## src/rtl/frame_receiver_double_buffer_macros.svh

```systemverilog
// ----------------------------------------------------------------------------
// Assertion macros for the frame receiver
// Clocked same-cycle and next-cycle implication checks, disabled in reset.
// ----------------------------------------------------------------------------
`ifndef FRAME_RECEIVER_DOUBLE_BUFFER_MACROS_SVH
`define FRAME_RECEIVER_DOUBLE_BUFFER_MACROS_SVH

// same-cycle implication
`define FRB_ASSERT_IMPL(label, clk, rst_n, ante, cons, msg) \
  label: assert property (@(posedge clk) disable iff (!rst_n) (ante) |-> (cons)) \
    else $error(msg);

// next-cycle implication
`define FRB_ASSERT_NEXT(label, clk, rst_n, ante, cons, msg) \
  label: assert property (@(posedge clk) disable iff (!rst_n) (ante) |=> (cons)) \
    else $error(msg);

`endif

```

## src/rtl/frb_pkg.sv

```systemverilog
// ----------------------------------------------------------------------------
// Frame receiver package
// Result codes, result item type and fixed constants shared by all modules.
// ----------------------------------------------------------------------------
package frb_pkg;

  // result event codes
  typedef enum logic [2:0] {
    EV_IGNORED  = 3'd0,
    EV_ACCEPTED = 3'd1,
    EV_GOOD     = 3'd2,
    EV_BADSUM   = 3'd3,
    EV_OVERFLOW = 3'd4,
    EV_READ     = 3'd5
  } event_t;

  // one result item
  typedef struct packed {
    event_t      ev;
    logic [6:0]  flen;
    logic        dhalf;
    logic [7:0]  rdata;
  } result_t;

  localparam logic [7:0] GOOD_SUM    = 8'hFF;
  localparam logic [7:0] DELIM_RESET = 8'h7E;

  // output queue
  localparam int QUEUE_DEPTH = 3;
  localparam int QPTR_W      = 2;
  localparam int QCNT_W      = 2;

endpackage

```

## src/rtl/frb_core.sv

```systemverilog
// ----------------------------------------------------------------------------
// Frame receiver core
// Delimiter hunt, length and checksum tracking, frame buffer memory and the
// result stage that joins the registered memory read data.
// ----------------------------------------------------------------------------
`include "frame_receiver_double_buffer_macros.svh"

module frb_core import frb_pkg::*; #(
  parameter int BUFFER_BYTES = 128
) (
  input  logic          clk,
  input  logic          rst_n,
  input  logic          cfg_wr_en,
  input  logic [7:0]    cfg_wr_data,
  input  logic          in_valid,
  output logic          in_ready,
  input  logic          in_action,
  input  logic [7:0]    in_rx_byte,
  input  logic          in_read_half,
  input  logic [6:0]    in_read_offset,
  input  logic          room,
  output logic          push_vld,
  output result_t       push_item
);

  localparam int OFF_W  = $clog2(BUFFER_BYTES);
  localparam int ADDR_W = OFF_W + 1;
  localparam int CNT_W  = $clog2(BUFFER_BYTES + 1);
  localparam logic [CNT_W-1:0] CNT_LEN_HI = CNT_W'(1);
  localparam logic [CNT_W-1:0] CNT_LEN_LO = CNT_W'(2);
  localparam logic [CNT_W-1:0] CNT_DATA   = CNT_W'(3);
  localparam logic [16:0] BUF_LIMIT  = 17'(BUFFER_BYTES);
  localparam logic [15:0] OFF_LIMIT  = 16'(BUFFER_BYTES);

  // frame buffer, two halves
  logic [7:0] mem [2**ADDR_W];
  logic [7:0] mem_rd_r;

  // receive state
  logic [7:0]       delim_r;
  logic             fill_half_r, fill_half_nxt;
  logic [CNT_W-1:0] cnt_r, cnt_nxt;
  logic [15:0]      len_r, len_nxt;
  logic [7:0]       sum_r, sum_nxt;

  // result stage
  logic        s1_vld_r;
  event_t      s1_ev_r, s1_ev_nxt;
  logic [6:0]  s1_flen_r, s1_flen_nxt;
  logic        s1_dhalf_r, s1_dhalf_nxt;
  logic        s1_rd_r, s1_rd_nxt;

  logic              acc;
  logic              mem_we;
  logic              mem_re;
  logic [ADDR_W-1:0] wr_addr;
  logic [ADDR_W-1:0] rd_addr;
  logic [15:0]       len_full;
  logic [16:0]       len_end;
  logic [CNT_W-1:0]  cnt_inc;
  logic [7:0]        sum_add;

  assign in_ready = room;
  assign acc      = in_valid & in_ready;

  // addresses; writes always land below BUFFER_BYTES within the half
  assign wr_addr  = {fill_half_r, cnt_r[OFF_W-1:0]};
  assign rd_addr  = {in_read_half, OFF_W'(in_read_offset)};
  assign len_full = {len_r[15:8], in_rx_byte};
  assign len_end  = {1'b0, len_r} + 17'd4;
  assign cnt_inc  = cnt_r + CNT_W'(1);
  assign sum_add  = sum_r + in_rx_byte;

  // parser next state and result fields
  always_comb begin
    fill_half_nxt = fill_half_r;
    cnt_nxt       = cnt_r;
    len_nxt       = len_r;
    sum_nxt       = sum_r;
    s1_ev_nxt     = EV_ACCEPTED;
    s1_flen_nxt   = '0;
    s1_dhalf_nxt  = 1'b0;
    s1_rd_nxt     = 1'b0;
    mem_we        = 1'b0;
    mem_re        = 1'b0;
    if (in_action) begin
      s1_ev_nxt = EV_READ;
      s1_rd_nxt = 16'(in_read_offset) < OFF_LIMIT;
      mem_re    = acc;
    end else if (cnt_r == '0) begin
      if (in_rx_byte != delim_r) begin
        s1_ev_nxt = EV_IGNORED;
      end else begin
        mem_we  = acc;
        cnt_nxt = CNT_LEN_HI;
        sum_nxt = '0;
      end
    end else if (cnt_r == CNT_LEN_HI) begin
      mem_we  = acc;
      len_nxt = {in_rx_byte, 8'h00};
      cnt_nxt = CNT_LEN_LO;
    end else if (cnt_r == CNT_LEN_LO) begin
      mem_we  = acc;
      len_nxt = len_full;
      if (({1'b0, len_full} + 17'd4) > BUF_LIMIT) begin
        s1_ev_nxt = EV_OVERFLOW;
        cnt_nxt   = '0;
      end else begin
        cnt_nxt = CNT_DATA;
        sum_nxt = '0;
      end
    end else begin
      mem_we  = acc;
      sum_nxt = sum_add;
      cnt_nxt = cnt_inc;
      if (17'(cnt_inc) >= len_end) begin
        if (sum_add == GOOD_SUM) begin
          s1_ev_nxt     = EV_GOOD;
          s1_flen_nxt   = len_r[6:0];
          s1_dhalf_nxt  = fill_half_r;
          fill_half_nxt = ~fill_half_r;
        end else begin
          s1_ev_nxt = EV_BADSUM;
        end
        cnt_nxt = '0;
        sum_nxt = '0;
      end
    end
  end

  // delimiter register
  always_ff @(posedge clk) begin
    if (!rst_n) begin
      delim_r <= DELIM_RESET;
    end else if (cfg_wr_en) begin
      delim_r <= cfg_wr_data;
    end
  end

  // receive state, advances on each accepted item
  always_ff @(posedge clk) begin
    if (!rst_n) begin
      fill_half_r <= 1'b0;
      cnt_r       <= '0;
      len_r       <= '0;
      sum_r       <= '0;
    end else if (acc) begin
      fill_half_r <= fill_half_nxt;
      cnt_r       <= cnt_nxt;
      len_r       <= len_nxt;
      sum_r       <= sum_nxt;
    end
  end

  // one item per edge: a read never meets a write to memory in the same
  // cycle, so stored data is always current
  always_ff @(posedge clk) begin
    if (mem_we) begin
      mem[wr_addr] <= in_rx_byte;
    end
    if (mem_re) begin
      mem_rd_r <= mem[rd_addr];
    end
  end

  // result stage
  always_ff @(posedge clk) begin
    if (!rst_n) begin
      s1_vld_r <= 1'b0;
    end else begin
      s1_vld_r <= acc;
    end
  end

  always_ff @(posedge clk) begin
    if (acc) begin
      s1_ev_r    <= s1_ev_nxt;
      s1_flen_r  <= s1_flen_nxt;
      s1_dhalf_r <= s1_dhalf_nxt;
      s1_rd_r    <= s1_rd_nxt;
    end
  end

  assign push_vld        = s1_vld_r;
  assign push_item.ev    = s1_ev_r;
  assign push_item.flen  = s1_flen_r;
  assign push_item.dhalf = s1_dhalf_r;
  assign push_item.rdata = s1_rd_r ? mem_rd_r : 8'h00;

  // checks
  `FRB_ASSERT_IMPL(a_good_swaps_half, clk, rst_n, s1_vld_r && (s1_ev_r == EV_GOOD), fill_half_r != s1_dhalf_r, "good frame did not swap buffer halves")
  `FRB_ASSERT_IMPL(a_cnt_in_frame, clk, rst_n, cnt_r >= CNT_DATA, 17'(cnt_r) < len_end, "byte count ran past frame end")
  `FRB_ASSERT_NEXT(a_result_follows, clk, rst_n, acc, s1_vld_r, "accepted item gave no result")

endmodule

```

## src/rtl/frb_outq.sv

```systemverilog
// ----------------------------------------------------------------------------
// Frame receiver result queue
// Three-entry register queue that decouples the result stage from the
// output handshake; reports room for one more item from registers only.
// ----------------------------------------------------------------------------
`include "frame_receiver_double_buffer_macros.svh"

module frb_outq import frb_pkg::*; (
  input  logic     clk,
  input  logic     rst_n,
  input  logic     push_vld,
  input  result_t  push_item,
  output logic     room,
  output logic     out_valid,
  input  logic     out_ready,
  output result_t  head
);

  result_t           q_r [QUEUE_DEPTH];
  logic [QPTR_W-1:0] wr_ptr_r, wr_ptr_nxt;
  logic [QPTR_W-1:0] rd_ptr_r, rd_ptr_nxt;
  logic [QCNT_W-1:0] cnt_r, cnt_nxt;
  logic              pop;

  assign out_valid = cnt_r != '0;
  assign head      = q_r[rd_ptr_r];
  assign pop       = out_valid & out_ready;

  // room for an item accepted now, counting the one in the result stage
  assign room = ({1'b0, cnt_r} + {2'b00, push_vld}) < 3'(QUEUE_DEPTH);

  // pointers and count
  always_comb begin
    wr_ptr_nxt = wr_ptr_r;
    rd_ptr_nxt = rd_ptr_r;
    if (push_vld) begin
      wr_ptr_nxt = (wr_ptr_r == QPTR_W'(QUEUE_DEPTH - 1)) ? '0 : wr_ptr_r + QPTR_W'(1);
    end
    if (pop) begin
      rd_ptr_nxt = (rd_ptr_r == QPTR_W'(QUEUE_DEPTH - 1)) ? '0 : rd_ptr_r + QPTR_W'(1);
    end
    cnt_nxt = cnt_r + QCNT_W'(push_vld) - QCNT_W'(pop);
  end

  always_ff @(posedge clk) begin
    if (!rst_n) begin
      wr_ptr_r <= '0;
      rd_ptr_r <= '0;
      cnt_r    <= '0;
    end else begin
      wr_ptr_r <= wr_ptr_nxt;
      rd_ptr_r <= rd_ptr_nxt;
      cnt_r    <= cnt_nxt;
    end
  end

  // entry storage
  always_ff @(posedge clk) begin
    if (push_vld) begin
      q_r[wr_ptr_r] <= push_item;
    end
  end

  // checks
  `FRB_ASSERT_IMPL(a_no_push_when_full, clk, rst_n, push_vld && !pop, cnt_r != QCNT_W'(QUEUE_DEPTH), "result pushed into full queue")
  `FRB_ASSERT_NEXT(a_cnt_tracks, clk, rst_n, 1'b1, cnt_r == ($past(cnt_r) + QCNT_W'($past(push_vld)) - QCNT_W'($past(pop))), "queue count out of step")
  `FRB_ASSERT_NEXT(a_valid_held, clk, rst_n, out_valid && !out_ready, out_valid, "out_valid dropped before accept")

endmodule

```

## src/rtl/frame_receiver_double_buffer.sv

```systemverilog
// ----------------------------------------------------------------------------
// Frame receiver with double buffer
// Length-prefixed serial frame receiver with checksum and swapped halves.
// ----------------------------------------------------------------------------
// Takes one item per clock: either a received byte or a read of one stored
// byte. A frame opens with the start delimiter, carries a 16-bit big-endian
// length, then payload and a checksum byte; the 8-bit sum from offset 3
// through the checksum must be 0xFF. Good frames are reported with their
// half and filling moves to the other half; frames whose length plus four
// exceeds BUFFER_BYTES are dropped when the length completes. Every item
// yields exactly one result, carried through the registered result stage
// (joined with the registered frame memory read) and then the result queue.
// Sustained rate is one item per cycle; in_ready drops only when the
// three-entry result queue is backed up by out_ready.
module frame_receiver_double_buffer import frb_pkg::*; #(
  parameter int BUFFER_BYTES = 128
) (
  input  logic        clk,
  input  logic        rst_n,
  input  logic        cfg_wr_en,
  input  logic [7:0]  cfg_wr_data,
  input  logic        in_valid,
  output logic        in_ready,
  input  logic        in_action,
  input  logic [7:0]  in_rx_byte,
  input  logic        in_read_half,
  input  logic [6:0]  in_read_offset,
  output logic        out_valid,
  input  logic        out_ready,
  output logic [2:0]  out_event_res,
  output logic [6:0]  out_frame_length,
  output logic        out_done_half,
  output logic [7:0]  out_read_data
);

  logic    room;
  logic    push_vld;
  result_t push_item;
  result_t head;

  // receive path and frame memory
  frb_core #(
    .BUFFER_BYTES (BUFFER_BYTES)
  ) u_core (
    .clk            (clk),
    .rst_n          (rst_n),
    .cfg_wr_en      (cfg_wr_en),
    .cfg_wr_data    (cfg_wr_data),
    .in_valid       (in_valid),
    .in_ready       (in_ready),
    .in_action      (in_action),
    .in_rx_byte     (in_rx_byte),
    .in_read_half   (in_read_half),
    .in_read_offset (in_read_offset),
    .room           (room),
    .push_vld       (push_vld),
    .push_item      (push_item)
  );

  // result queue
  frb_outq u_outq (
    .clk       (clk),
    .rst_n     (rst_n),
    .push_vld  (push_vld),
    .push_item (push_item),
    .room      (room),
    .out_valid (out_valid),
    .out_ready (out_ready),
    .head      (head)
  );

  assign out_event_res    = head.ev;
  assign out_frame_length = head.flen;
  assign out_done_half    = head.dhalf;
  assign out_read_data    = head.rdata;

endmodule

```

## config.mk

```make
export PLATFORM = sky130hd
export DESIGN_NAME = frame_receiver_double_buffer
export DESIGN_NICKNAME = d
export VERILOG_FILES = /design/src/rtl/frb_pkg.sv /design/src/rtl/frb_core.sv /design/src/rtl/frb_outq.sv /design/src/rtl/frame_receiver_double_buffer.sv
export VERILOG_INCLUDE_DIRS = /design/src /design/src/rtl
export SDC_FILE = /design/constraint.sdc
export NUM_CORES = 2
export LEC_CHECK = 0
export BUFFER_PORTS_ARGS = -buffer_cell sky130_fd_sc_hd__buf_4
export CORE_ASPECT_RATIO = 0.6
export CORE_UTILIZATION = 35
export DETAILED_ROUTE_END_ITERATION = 8
export SYNTH_ARGS = -nofsm -noshare
export SYNTH_HDL_FRONTEND = slang
export SYNTH_HIERARCHICAL = 1
export SYNTH_SLANG_ARGS = --single-unit
```

## constraint.sdc

```tcl
create_clock -name clk -period 9.1 [get_ports clk]
set_input_delay 0.455 -clock clk [delete_from_list [all_inputs] [get_ports clk]]
set_output_delay 0.455 -clock clk [all_outputs]
set_load 0.01 [all_outputs]
```

==> impl_metrics.toml <==
[critical_path]
start_kind = "register"
crit_fanout = 21
path_class = "reg2reg"
cp_slowest_cell = "nor2_1"
r2r-start = "u_core/push_vld"
crit_top_cell = "ha_1"
crit_path_end_kind = "register"
critical-path-max-stage-delay_ps = 1110
cp.required_ps = 9550
critPathArrivalTime_ps = 5360
path_cells = "ha_1 > ha_1 > a21oi_1 > and2_1 > nand2b_1 > a31oi_2 > buf_4 > nand3_2 > nor2_1"
cp-startpoint = "u_core/push_vld"

[grt]
grt_max_degree = 177
grt_pass1_vias = 41251
antenna_found_initial = 16
grt_pass1_wl_um = 318000
grt-ovfl-total = 0
track_usage = 0.182

[routing]
num_vias = 42443
drt_pre_antenna_iters = 5
via_per_inst = 5.59
wire_per_inst_um = 29.8
drtAntennaViolNets = 0
drc_errors = 0
routed_wl_um = 226000
drt-initial-drc-count = 5406

[placed_design]
port_buffers = 50
gp_congestion = 0.843
placed_cell_area_um2 = 88800
dpl.hpwl_um = 140000

[cts]
clkTransAtPathRegs_ps = 70
clockBufferDepth = 4
cts_tree = "built"
cts_root_buf = "clkbuf_16"
clock_sinks = 2175
cts_buffers = 193
worstSkewPairLatency_ps = 860
cts_resized = 0
htreeDepth = 4
cts_hold_buf = 30
post-cts-setup-buffers = 0

[yosys]
synth_most_common_cell = "edfxtp_1"
synth_top_area_frac = 0.752
synthArstFlopShare = 0
ys_seq_elements = 2175
avgSynthCellArea_um2 = 20.7
netlist_area_um2 = 84900
synth_top_cell_by_area = "edfxtp_1"
synth-main-ff-cell = "edfxtp_1"
syn_nets = 4149
synthCells = 4095
yosysSeqAreaShare = 0.764
synth_common_cells = "edfxtp_1 (2125), mux4_2 (488), nor2_1 (314)"
yosys-top-cells-area = "edfxtp_1 (75%), mux4_2 (13%), mux2i_1 (1.9%)"
synth_cell_type_count = 74
synth-edff-count = 2125
yosys_warnings = 6

[final_layout]
drive_above_1_share = 0.210
nets = 4266
area_growth_pct = 11.9
fin_area_um2 = 95000

[sta]
relSlewSlack = 0.0750
setup_violations = 0
worst_slew_pin_slew_ps = 1370
drv_slew = 0
clock_skew_ps = 49.8
fin_crit_ps = 4910
hold_viol = 0
tns_ps = 0
fmax_mhz = 204
period_share = 0.540
rsz0062_at_grt = "no"

[power]
p_leak_nw = 28.9
finalPower_w = 0.0199
max-vdd-ir-drop_v = 0.000143
pwr_density_cell_nw_per_um2 = 209

[floorplan]
die_h_um = 383
fp.dieW_um = 638
start_util = 0.353
row_count = 139
core_um2 = 240000
dieArea_um2 = 245000
ios = 51

[outcome]
status = "finished clean"

[min_path]
min_from = "in_rx_byte[1]"
worstHoldPathType = "in2reg"

[run]
drv_cap = 0
[state kept, by name, indices dropped and copies added, names as in the netlist, 2 cells and up, named ones only]
| name | flops |
|---|---|
| u_core/delim_r | 8 |
| u_core/cnt_r | 8 |
| u_outq/wr_ptr_r | 2 |
| u_core/s1_flen_r | 7 |
| u_core/mem_rd_r | 8 |
| u_core/s1_ev_r | 3 |
| u_core/len_r | 16 |
| u_core/mem | 2048 |
| u_outq/q_r | 57 |
| u_core/sum_r | 8 |
| u_outq/rd_ptr_r | 2 |
| u_outq/cnt_r | 2 |
[kinds of logic (layout without fill, tap and decap cells)]
kind of cell / Yosys count / count (layout) / synth area share
flops: 2175 / 2175 / 0.764
mux: 660 / 660 / 0.150
simple gates: 595 / 595 / 0.0324
compound gates: 369 / 369 / 0.0311
buf+inv: 248 / 503 / 0.0168
fa+ha+maj: 24 / 24 / 0.00363
xor+xnor: 24 / 24 / 0.00248
other cells: 0 / 2 / 0
[report_power, final]
group	switching (W)	leakage [nW]	internal [W]
Combinational	0.000633	6.50	0.000327
Clock	0.00359	2.87	0.00433
Sequential	0.0000114	19.5	0.0110
[worst paths after layout]
check        slack [ps]                  to  depth (start not counted)
min                  40   u_core/mem[24][1]                          1
max                4190  u_core/mem[214][6]                          9
min reg2reg         470    u_outq/q_r[1][9]                          0
max reg2reg        4190  u_core/mem[214][6]                          9
[cell usage in the layout (no fill, tap or decap), types with 11 or more instances in the layout]
cell / count
a21oi_1: 32
mux2i_1: 163
bufinv_16: 13
xor2_1: 15
o211ai_1: 26
mux4_2: 488
a22oi_1: 45
o2111ai_1: 13
clkinv_2: 22
nand2b_1: 13
dlygate4sd3_1: 30
and2_1: 25
o21ai_1: 13
a22o_1: 44
clkbuf_16: 195
nor4_1: 13
ha_1: 23
nand3_2: 13
nand4_1: 11
o22ai_1: 82
buf_4: 111
o21ai_0: 29
nand2_1: 76
edfxtp_1: 2125
a221oi_1: 43
clkbuf_1: 53
clkinv_1: 35
nand3_1: 25
nor2b_1: 13
dfxtp_1: 50
nor2_1: 311
nor3_1: 40
[layout make-up]
type | count | area, um2
clock inverter | 82 | 767
clock buffer | 251 | 5120
fill | 21135 | 145000
multi-input combinational | 1672 | 18700
inverter | 9 | 33.8
sequential | 2175 | 64800
antenna | 2 | 5.00
tap | 3243 | 4060
timing repair buffer | 161 | 1470
[critical path: cells and delay by family, from the launching register on]
family	cells	cell delay, ps
and+or+nand+nor	4	2890
AOI/OAI and AO/OA	2	440
adders and majority gates	2	490
buffers and inverters	1	320
DFF	1	370
[stage by stage]
stage / setup WS (ps) / hold WS [ps] / utilization / std cells
global placement: 4280 / 454 / 0.370 / 7230
finish: 4190 / 41.3 / 0.396 / 7595
CTS: 4340 / 17.4 / 0.396 / 7593
global route: 4010 / 26.2 / 0.396 / 7594
detailed placement: 4290 / 462 / 0.370 / 7230
floorplan: 5930 / 431 / - / 4095
[routing by layer]
metal  track usage  part of all wire
met5       0.00733            0.0012
met4        0.0295             0.014
met3        0.0886              0.15
met2         0.238              0.40
met1         0.272              0.43
(Power assumes the default switching activity.)
